### config.mk
export PLATFORM = sky130hd
export DESIGN_NAME = i2c_target_byte_engine_unit
export DESIGN_NICKNAME = d
export VERILOG_FILES = /design/src/rtl/i2ctbe_pkg.sv /design/src/rtl/i2c_target_byte_engine_unit.sv
export SDC_FILE = /design/constraint.sdc
export NUM_CORES = 2
export LEC_CHECK = 0
export ABC_AREA = 1
export ABC_CLOCK_PERIOD_IN_PS = 5450
export BUFFER_PORTS_ARGS = -buffer_cell sky130_fd_sc_hd__buf_2
export CAP_MARGIN = 10
export CORE_MARGIN = 3
export CORE_UTILIZATION = 50
export DETAILED_ROUTE_END_ITERATION = 10
export HOLD_SLACK_MARGIN = 0.12
export PLACE_DENSITY_LB_ADDON = 0.2
export SETUP_SLACK_MARGIN = 0.3
export SLEW_MARGIN = 10
export SYNTH_ARGS = -nofsm -noshare
export SYNTH_HDL_FRONTEND = slang
export SYNTH_SLANG_ARGS = --single-unit
### constraint.sdc
create_clock -name i_clk -period 5.45 [get_ports i_clk]
set_input_delay 0.8175 -clock i_clk [delete_from_list [all_inputs] [get_ports i_clk]]
set_output_delay 0.8175 -clock i_clk [all_outputs]
set_load 0.02 [all_outputs]
### src/rtl/i2ctbe_pkg.sv
// ============================================================================
// i2ctbe_pkg
// Shared types and constants of the I2C target byte engine.
// ============================================================================
package i2ctbe_pkg;

    localparam int DEF_BUF_DEPTH = 256;

    localparam int CFG_IDX_W  = 2;
    localparam int CFG_DATA_W = 9;

    localparam logic [3:0] RELEASE_TICKS_RST = 4'd10;

    typedef enum logic [1:0] {
        KIND_SDA  = 2'd0,
        KIND_SCL  = 2'd1,
        KIND_TICK = 2'd2,
        KIND_LOAD = 2'd3
    } t_kind;

    typedef enum logic [CFG_IDX_W-1:0] {
        CFG_OWN_ADDRESS   = 2'd0,
        CFG_RX_SIZE       = 2'd1,
        CFG_TX_SIZE       = 2'd2,
        CFG_RELEASE_TICKS = 2'd3
    } t_cfg_index;

    typedef struct packed {
        logic       sda_drive_low;
        logic       rx_valid;
        logic [7:0] rx_index;
        logic [7:0] rx_data;
        logic       start_read;
        logic       start_write;
        logic       write_done;
        logic       read_done;
        logic       safety_released;
    } t_result;

endpackage

### src/rtl/i2c_target_byte_engine_unit.sv
// ============================================================================
// i2c_target_byte_engine_unit
// I2C target with 7-bit address: START/STOP detection, address match, write
// byte delivery with acknowledge, read bit driving and an SDA safety release.
// ============================================================================
// Output: a result word is presented in the cycle after its event is accepted.
// Throughput: one event per cycle while the result word is not stalled; the
// bus state is updated every cycle, the current byte only on advance or load.
// Reset: synchronous, active low; resets bus state and configuration. The
// transmit store is not cleared and holds garbage until loaded.
module i2c_target_byte_engine_unit
    import i2ctbe_pkg::*;
#(
    parameter int BUF_DEPTH = DEF_BUF_DEPTH
) (
    input  logic                  i_clk,
    input  logic                  i_rst_n,
    // event channel
    input  logic                  i_in_valid,
    output logic                  o_in_ready,
    input  logic [1:0]            i_kind,
    input  logic                  i_sda_level,
    input  logic                  i_scl_level,
    input  logic [7:0]            i_tx_index,
    input  logic [7:0]            i_tx_data,
    // result channel
    output logic                  o_out_valid,
    input  logic                  i_out_ready,
    output logic                  o_sda_drive_low,
    output logic                  o_rx_valid,
    output logic [7:0]            o_rx_index,
    output logic [7:0]            o_rx_data,
    output logic                  o_start_read,
    output logic                  o_start_write,
    output logic                  o_write_done,
    output logic                  o_read_done,
    output logic                  o_safety_released,
    // configuration
    input  logic                  i_cfg_we,
    input  logic [CFG_IDX_W-1:0]  i_cfg_index,
    input  logic [CFG_DATA_W-1:0] i_cfg_data
);

    localparam int AW     = (BUF_DEPTH > 1) ? $clog2(BUF_DEPTH) : 1;
    localparam int TX_LIM = (BUF_DEPTH < 256) ? BUF_DEPTH : 256;

    // configuration
    logic [6:0] r_own_address;
    logic [8:0] r_rx_size;
    logic [8:0] r_tx_size;
    logic [3:0] r_release_ticks;

    // bus state
    logic signed [4:0] r_bit_count,  n_bit_count;
    logic signed [9:0] r_byte_count, n_byte_count;
    logic [7:0]        r_shift_byte, n_shift_byte;
    logic              r_master_reads, n_master_reads;
    logic              r_clock_listen, n_clock_listen;
    logic              r_drive_low, n_drive_low;
    logic [3:0]        r_release_count, n_release_count;

    // transmit store and prefetch of bytes byte_count and byte_count + 1
    logic [7:0] r_tx_mem [BUF_DEPTH];
    logic [7:0] r_cur_byte;
    logic [7:0] r_nxt_byte;

    logic    r_out_valid;
    t_result r_result, n_result;

    logic              accept;
    t_kind             kind;
    logic [8:0]        rx_eff;
    logic [8:0]        tx_eff;
    logic signed [10:0] rx_eff_s;
    logic signed [10:0] tx_eff_s;
    logic signed [10:0] byte_s;
    logic signed [10:0] nbyte_s;
    logic              byte_incr;
    logic              load_hit;
    logic [12:0]       wr_addr;
    logic signed [10:0] rd_sum;
    logic [12:0]       rd_addr;
    logic [7:0]        sel_byte;
    logic              pull;

    assign accept     = i_in_valid && o_in_ready;
    assign o_in_ready = !r_out_valid || i_out_ready;
    assign kind       = t_kind'(i_kind);

    assign rx_eff   = (r_rx_size > 9'd256) ? 9'd256 : r_rx_size;
    assign tx_eff   = (r_tx_size > 9'(TX_LIM)) ? 9'(TX_LIM) : r_tx_size;
    assign rx_eff_s = $signed({2'b00, rx_eff});
    assign tx_eff_s = $signed({2'b00, tx_eff});
    assign byte_s   = {r_byte_count[9], r_byte_count};

    assign wr_addr  = {5'd0, i_tx_index};
    assign load_hit = accept && (kind == KIND_LOAD) && (wr_addr < 13'(BUF_DEPTH));

    always_comb begin
        n_bit_count     = r_bit_count;
        n_byte_count    = r_byte_count;
        n_shift_byte    = r_shift_byte;
        n_master_reads  = r_master_reads;
        n_clock_listen  = r_clock_listen;
        n_drive_low     = r_drive_low;
        n_release_count = r_release_count;
        byte_incr       = 1'b0;
        nbyte_s         = byte_s;
        sel_byte        = r_cur_byte;
        pull            = 1'b0;
        n_result        = '0;

        if (accept) begin
            case (kind)
                KIND_SDA: begin
                    if (i_scl_level) begin
                        if (i_sda_level) begin
                            n_clock_listen = 1'b0;
                        end else begin
                            n_bit_count    = -5'sd1;
                            n_byte_count   = -10'sd1;
                            n_clock_listen = 1'b1;
                        end
                    end
                end
                KIND_SCL: begin
                    if (r_clock_listen && i_scl_level) begin
                        if (r_bit_count < 5'sd8) begin
                            n_shift_byte = {(r_bit_count == 5'sd0) ? 7'd0
                                                                   : r_shift_byte[6:0],
                                            i_sda_level};
                            if (r_bit_count == 5'sd7) begin
                                if (r_byte_count == -10'sd1) begin
                                    if (n_shift_byte[7:1] != r_own_address) begin
                                        n_clock_listen = 1'b0;
                                    end else begin
                                        n_master_reads = n_shift_byte[0];
                                    end
                                end else if (!r_master_reads && byte_s < rx_eff_s) begin
                                    n_result.rx_valid = 1'b1;
                                    n_result.rx_index = r_byte_count[7:0];
                                    n_result.rx_data  = n_shift_byte;
                                end
                            end
                        end
                    end else if (r_clock_listen) begin
                        if (r_bit_count == 5'sd8) begin
                            if (r_byte_count == -10'sd1) begin
                                n_result.start_read  = r_master_reads;
                                n_result.start_write = !r_master_reads;
                            end
                            n_result.write_done = !r_master_reads
                                                  && (byte_s == rx_eff_s - 11'sd1);
                            n_result.read_done  = r_master_reads
                                                  && (byte_s == tx_eff_s - 11'sd1);
                            // wrap after the acknowledge bit
                            n_bit_count = 5'sd0;
                            if (r_byte_count < 10'sd511) begin
                                n_byte_count = r_byte_count + 10'sd1;
                                byte_incr    = 1'b1;
                            end
                        end else begin
                            n_bit_count = r_bit_count + 5'sd1;
                        end
                        nbyte_s  = {n_byte_count[9], n_byte_count};
                        sel_byte = byte_incr ? r_nxt_byte : r_cur_byte;
                        if (n_bit_count == 5'sd8) begin
                            pull = (n_byte_count == -10'sd1)
                                   || (!r_master_reads && nbyte_s < rx_eff_s);
                        end else if (n_bit_count >= 5'sd0 && r_master_reads
                                     && nbyte_s >= 11'sd0 && nbyte_s < tx_eff_s) begin
                            // send MSB first
                            pull = !sel_byte[~n_bit_count[2:0]];
                        end
                        n_release_count = pull ? r_release_ticks : 4'd0;
                        n_drive_low     = pull;
                    end
                end
                KIND_TICK: begin
                    if (r_release_count != 4'd0) begin
                        n_release_count = r_release_count - 4'd1;
                        if (r_release_count == 4'd1) begin
                            n_drive_low              = 1'b0;
                            n_result.safety_released = 1'b1;
                        end
                    end
                end
                default: begin
                end
            endcase
        end
        n_result.sda_drive_low = n_drive_low;
    end

    assign rd_sum  = {n_byte_count[9], n_byte_count} + 11'sd1;
    assign rd_addr = {2'b00, rd_sum};

    // configuration writes
    always_ff @(posedge i_clk) begin
        if (!i_rst_n) begin
            r_own_address   <= '0;
            r_rx_size       <= '0;
            r_tx_size       <= '0;
            r_release_ticks <= RELEASE_TICKS_RST;
        end else if (i_cfg_we) begin
            unique case (t_cfg_index'(i_cfg_index))
                CFG_OWN_ADDRESS:   r_own_address   <= i_cfg_data[6:0];
                CFG_RX_SIZE:       r_rx_size       <= i_cfg_data[8:0];
                CFG_TX_SIZE:       r_tx_size       <= i_cfg_data[8:0];
                CFG_RELEASE_TICKS: r_release_ticks <= i_cfg_data[3:0];
                default: begin
                end
            endcase
        end
    end

    always_ff @(posedge i_clk) begin
        if (!i_rst_n) begin
            r_bit_count     <= '0;
            r_byte_count    <= '0;
            r_shift_byte    <= '0;
            r_master_reads  <= 1'b0;
            r_clock_listen  <= 1'b1;
            r_drive_low     <= 1'b0;
            r_release_count <= '0;
            r_out_valid     <= 1'b0;
        end else begin
            r_bit_count     <= n_bit_count;
            r_byte_count    <= n_byte_count;
            r_shift_byte    <= n_shift_byte;
            r_master_reads  <= n_master_reads;
            r_clock_listen  <= n_clock_listen;
            r_drive_low     <= n_drive_low;
            r_release_count <= n_release_count;
            if (accept) begin
                r_out_valid <= 1'b1;
            end else if (i_out_ready) begin
                r_out_valid <= 1'b0;
            end
        end
    end

    always_ff @(posedge i_clk) begin
        if (accept) begin
            r_result <= n_result;
        end
    end

    // transmit store with registered read of byte_count + 1, write bypassed
    always_ff @(posedge i_clk) begin
        if (load_hit) begin
            r_tx_mem[wr_addr[AW-1:0]] <= i_tx_data;
        end
        if (load_hit && wr_addr == rd_addr) begin
            r_nxt_byte <= i_tx_data;
        end else if (rd_addr < 13'(BUF_DEPTH)) begin
            r_nxt_byte <= r_tx_mem[rd_addr[AW-1:0]];
        end
        if (byte_incr) begin
            r_cur_byte <= r_nxt_byte;
        end else if (load_hit && {2'b00, i_tx_index} == r_byte_count) begin
            r_cur_byte <= i_tx_data;
        end
    end

    assign o_out_valid       = r_out_valid;
    assign o_sda_drive_low   = r_result.sda_drive_low;
    assign o_rx_valid        = r_result.rx_valid;
    assign o_rx_index        = r_result.rx_index;
    assign o_rx_data         = r_result.rx_data;
    assign o_start_read      = r_result.start_read;
    assign o_start_write     = r_result.start_write;
    assign o_write_done      = r_result.write_done;
    assign o_read_done       = r_result.read_done;
    assign o_safety_released = r_result.safety_released;

endmodule

[After elaboration in Yosys (flattened, before gate mapping)]
Memory sizes are Yosys's and may differ from the RTL's. A register that Yosys moved wholly into a read port is not among the register bits.
Index checks and enable logic that the tools add are counted.
Cells by class
  add/subtract/negate cells: 6
  bitwise gates (word level): 10
  equal/unequal tests: 27
  shift operators: 0
  order comparisons: 12
  mux-type cells: 71
  divide/modulo/power cells: 0
  reduce and logical (&&, ||, !) cells: 41
  $mul: 0
Operators by type and width (count)
  $mux 10: 11
  $mux 5: 9
  $mux 1: 34
  $lt 10x10->1: 3
  $mux 8: 3
  $eq 10x1->1 const B: 2
  $eq 10x10->1: 2
  $ne 2x2->1 const B: 10
  $pmux 10 s2: 1
  $sub 9x1->10 const B: 2
  $gt 9x9->1 const B: 2
  $mux 9: 2
  $mux 17: 1
  $mux 4: 4
  $logic_and 1x1->1: 13
  $add 10x2->11 const B: 1
  $eq 8x11->1: 1
  $lt 11x9->1 const B: 1
  $add 10x2->10 const B: 1
  $eq 5x5->1 const B: 2
  $eq 8x10->1: 1
  $ge 10x1->1 const B: 1
  $lt 10x10->1 const B: 1
  $pmux 5 s2: 1
  other kinds (32): 58
Word-level totals
  bits in writable memories: 2048
  latch bits: 0
  register bits after elaboration: 90
  bits in read-only memories: 0
  memories: 1
Memory list
  r_tx_mem: words 256, bits a word 8, rd ports 1, clocked after memory_dff 1, write ports 1, RTL line i2c_target_byte_engine_unit.sv:63  | logic [7:0] r_tx_mem [BUF_DEPTH];

[Logic depth before layout (Yosys ltp)]
  depth after elaboration: 21
  gate-level depth with buffers: 27
  depth with buffers taken out: 25

[Worst setup path after synthesis]
Ideal clock, no wire load.
  path kind: input -> register
  start point: in i_out_ready
  end point: reg r_nxt_byte[6], read port of r_tx_mem (data pin)
  cell stages on the path: 24
  arrival: 3977 ps
  library setup time: 253 ps
  setup slack: 1220 ps
  required time: 5197 ps
  path through: inv_2 nand2_2 nand2_4 inv_4 o21ai_4 nor2_1 nand2_2 nand2_4 inv_4 buf_2 buf_2 ha_1 clkbuf_1 clkbuf_1 buf_1 nand3_1 nand3_1 nand3_1 nand3_1 nand3_1 nand3_1 nand3_1 nand3_1 nand2_1
On the way
  cells in the longest elaborated chain, start to end: 7
RTL lines
  from (decl): RTL line i2c_target_byte_engine_unit.sv:28  | input logic i_out_ready,
  $logic_or 1x1->1 *: RTL line i2c_target_byte_engine_unit.sv:87  | assign o_in_ready = !r_out_valid || i_out_ready;
  net o_in_ready: RTL line i2c_target_byte_engine_unit.sv:20  | output logic o_in_ready,
  $logic_and 1x1->1 *: RTL line i2c_target_byte_engine_unit.sv:86  | assign accept = i_in_valid && o_in_ready;
  net accept: RTL line i2c_target_byte_engine_unit.sv:70  | logic accept;
  $mux 10 *: RTL line i2c_target_byte_engine_unit.sv:113  | if (accept) begin
  net n_byte_count[0]: RTL line i2c_target_byte_engine_unit.sv:55  | logic signed [9:0] r_byte_count, n_byte_count;
  $add 10x2->11 *: RTL line i2c_target_byte_engine_unit.sv:195  | assign rd_sum = {n_byte_count[9], n_byte_count} + 11'sd1;
  branches (longest 3 deep; another with $lt 11x9->1)
  to (decl): RTL line i2c_target_byte_engine_unit.sv:65  | logic [7:0] r_nxt_byte;
Mark *: on every way through the listed nets, which the timed path passes.
A chain may end at the register's enable or synchronous reset.

[Worst setup path after layout]
  start point: reg r_bit_count[0]
  end point: reg r_nxt_byte[6], read port of r_tx_mem (data pin)
On the way
  cells in the longest elaborated chain, start to end: 14
RTL lines
  from (decl): RTL line i2c_target_byte_engine_unit.sv:54  | logic signed [4:0] r_bit_count, n_bit_count;
  from (signal assigned): RTL line i2c_target_byte_engine_unit.sv:228  | r_bit_count <= n_bit_count;
  $eq 5x5->1 *: RTL line i2c_target_byte_engine_unit.sv:147  | if (r_bit_count == 5'sd8) begin
  $mux 10 *: RTL line i2c_target_byte_engine_unit.sv:147
  $mux 10 *: RTL line i2c_target_byte_engine_unit.sv:146  | end else if (r_clock_listen) begin
  $mux 10 *: RTL line i2c_target_byte_engine_unit.sv:127  | if (r_clock_listen && i_scl_level) begin
  $mux 10 *: RTL line i2c_target_byte_engine_unit.sv:114  | case (kind)
  $mux 10 *: RTL line i2c_target_byte_engine_unit.sv:113
  $mux 10 *: RTL line i2c_target_byte_engine_unit.sv:146
  $mux 10 *: RTL line i2c_target_byte_engine_unit.sv:127
  $pmux 10 s2 *: RTL line i2c_target_byte_engine_unit.sv:114
  $mux 10 *: RTL line i2c_target_byte_engine_unit.sv:113
  $add 10x2->11 *: RTL line i2c_target_byte_engine_unit.sv:195
  branches (longest 3 deep; another with $lt 11x9->1)
Every way passes the cells marked *. The select of a mux whose other input is x is not followed.

==> metrics.csv <==
metric,value,unit
clock sink count,2146,
Final Hold Viols,0,
adder-cell share of the synthesized area,0.00487,
Final Util,0.560,
P_leak,40.8,nW
Final ANT Viol Nets,0,
Max Cap Viol,0,
share of cells above drive strength 1,0.0713,
Yosys top cell area share,0.659,
"commonest cells after routing, fill and taps aside","2,087 x edfxtp_1, 2,083 x nand2_1, 1,825 x nand3_1, 1,043 x inv_1, 406 x nand3b_1",
fillers,15900,
Crit. End Element,register,
drt drc,0,
drt initial violations,8232,
final RePlAce weighted congestion,0.909,
"CTS clk-pin slew, worst paths",0.06,ns
first-pass GRT wire length,410,mm
cell taking the most area after synthesis,edfxtp_1,
# IOs,61,
M3 GR Usage,0.0498,
cell count after synthesis,8930,
Max-slew headroom,0.186,
number of global-route vias before repair,63100,
fraction of registers with async set/reset,0,
WL per Instance,23.9,um
Worst Tran Pin Value,1.22,ns
post-synthesis mux area share,0.000473,
fin nets,8939,
WP data arrival,5.53,ns
GRT Max-Usage Layer,met2,
gr usage total,0.276,
Clock Path Buffers,3,
Final min period,4.93,ns
CTS H-tree depth,4,
fin crit share,0.905,
hold-fix buffers at CTS,0,
CTS tree,built,
global-route met1 utilization,0.390,
CP required,6.05,ns
Critical Setup Path Class,reg -> reg,
RSZ-0062 raised after global routing,false,
initial antenna violation count,7,
Setup TNS,0,ns
DIE AREA,196000,um^2
height of the die,442,um
number of flops mapped to enable cells by yosys,2087,
Max Freq,203,MHz
Worst setup SP type,register,
largest net degree at the start of global routing,189,
routed wire length,276,mm
Port Buffers,60,
"commonest non-fill, non-tap cell in the layout",edfxtp_1,
Crit. Startpoint,r_bit_count[0],
post-synthesis compound-gate area fraction,0.0193,
"Max FO, Critical Path",76,
Root Buffer,clkbuf_16,
Core Area,188000,um^2
Vias,66600,
clk_lat worst skew,0.89,ns
min-delay src,i_out_ready,
GRT met2 Usage,0.425,
clk_skew,0.0440,ns
sequential fraction of the synthesis area,0.671,
Synth Area in XOR/XNOR,0.00397,
cell row count,159,
top post-synthesis cells by area,"edfxtp_1 66%, nand3_1 9.6%, nand2_1 8.3%",
Via density,5.77,
detailed placement HPWL,160,mm
"Distinct cells, synth",53,
Initial Utilization,0.505,
Pre-antenna DRT Iters,8,
R2R Path Start,r_bit_count[0],
Hold WC Path Type,in -> reg,
"Cell Area, Synth",95200,um^2
ys flop type,edfxtp_1,
Die W,442,um
status,"complete, no violations",
Yosys warning count,0,
syn avg cell area,10.7,um^2
Worst VDD drop,0.000317,V
largest family of logic cells by synthesized area,simple AND/OR/NAND/NOR gates,
area delta synth->final,10.9,%
endpoints failing setup,0,
synthesized flop and latch total,2146,
Power Dens Cells,353,nW/um^2
total CTS buffers,216,
syn_nets,9003,
gr ovfl total,0,
fin. max-slew vios,0,
simple-gate share of the synthesized area,0.232,
## path summary, 6_finish.rpt
kind | slack [ns] | end | cells after the start
worst min-delay path | 0.27 | o_out_valid | 4
worst max register to register | 0.52 | r_nxt_byte[6] | 22
worst min register to register | 0.47 | r_release_ticks[0] | 2
worst max-delay path | 0.52 | r_nxt_byte[6] | 22
## metal layers
metal	wire (um)	share of wire	vias up
met4	11200	0.041	4
met3	24500	0.089	545
met2	126000	0.46	3215
met5	27	0.000098	-
li1	-	-	30300
met1	114000	0.41	32500
## cell families after synthesis
kind of cell / after synthesis
flip-flops: 2146
adder cells (fa/ha/maj): 37
AO/OA/AOI/OAI: 293
AND/OR/NAND/NOR: 4792
XOR/XNOR: 41
buffers and inverters: 1617
multiplexers: 4
## worst max-delay path, cell delays in order, from the launching register on
cell,delay (ns)
dfxtp_1,0.33
inv_1,0.18
ha_1,0.24
nand2_1,0.10
nor2_4,0.21
nand3_2,0.14
nand2_1,0.08
nand3_1,0.17
nand2_8,0.24
nand2_8,0.19
inv_16,0.16
ha_4,0.29
inv_16,0.26
buf_12,0.39
nand3_1,0.19
nand3_1,0.13
nand3_1,0.10
nand3_1,0.20
nand3_1,0.37
nand3_1,0.18
nand3_1,0.18
nand3_1,0.13
nand2_1,0.07
## power by group
part           switching [mW]  leakage (nW)  internal, mW
Clock                    6.43          3.37          8.18
Combinational            3.25          18.2          1.16
Sequential             0.0731          19.3          18.2
## cells in the mapped netlist, types with 2 or more instances
cell	n
buf_1	36
buf_4	16
nand3b_1	406
o211ai_1	111
inv_2	12
xnor2_1	4
clkbuf_1	243
mux2_2	4
a31oi_1	6
nor3_1	19
nor2_4	3
nand2_1	2096
nand4_1	24
o21ai_0	77
buf_2	257
inv_1	1043
a21oi_1	69
inv_4	2
nor2_1	374
nor2_2	5
nand2_2	12
ha_1	37
nand3_1	1832
buf_6	5
nor4_1	6
nor3b_1	2
o31ai_1	3
xor2_1	36
nand2_4	4
o22ai_1	4
o21ai_1	4
o221ai_1	3
o2111ai_1	4
clkinv_1	2
dfxtp_1	59
nand3_2	4
a211oi_1	4
edfxtp_1	2087
## timing repair
item                       in CTS  in global routing
buffers inserted                0                  2
setup endpoints to repair       0                  8
resized for setup               0                  9
## per-stage QoR
step	instances	area (um^2)	hold slack, ns	power [mW]	setup WS (ns)
after detailed placement	11100	98500	0.465	22.9	0.193
after global routing	11500	105000	0.245	38.5	0.337
after floorplan	8930	95200	0.430	21.1	1.22
after global placement	11100	98500	0.450	22.9	0.142
after CTS	11500	105000	0.208	37.3	0.300
final	11500	106000	0.267	37.2	0.515
## flip-flops by register name, summed over array words and instances (netlist names), 4 cells and up
| register | cells |
|---|---|
| o_rx_data | 8 |
| o_rx_index | 8 |
| r_bit_count | 5 |
| r_byte_count | 10 |
| r_cur_byte | 8 |
| r_nxt_byte | 8 |
| r_own_address | 7 |
| r_release_count | 4 |
| r_release_ticks | 4 |
| r_rx_size | 9 |
| r_shift_byte | 7 |
| r_tx_mem | 2048 |
| r_tx_size | 9 |
## area by class of cell
cell class	count	area (um^2)	area share
well taps	2495	3120	0.0296
repair buffers	275	2650	0.0251
flip-flops and latches	2146	63900	0.605
multi-input cells	5167	24900	0.236
clock buffers	271	5660	0.0537
diodes	6	15.0	0.000142
inverters	1060	4030	0.0382
clock inverters	129	1240	0.0118
Power figures use the tool's default switching activity.
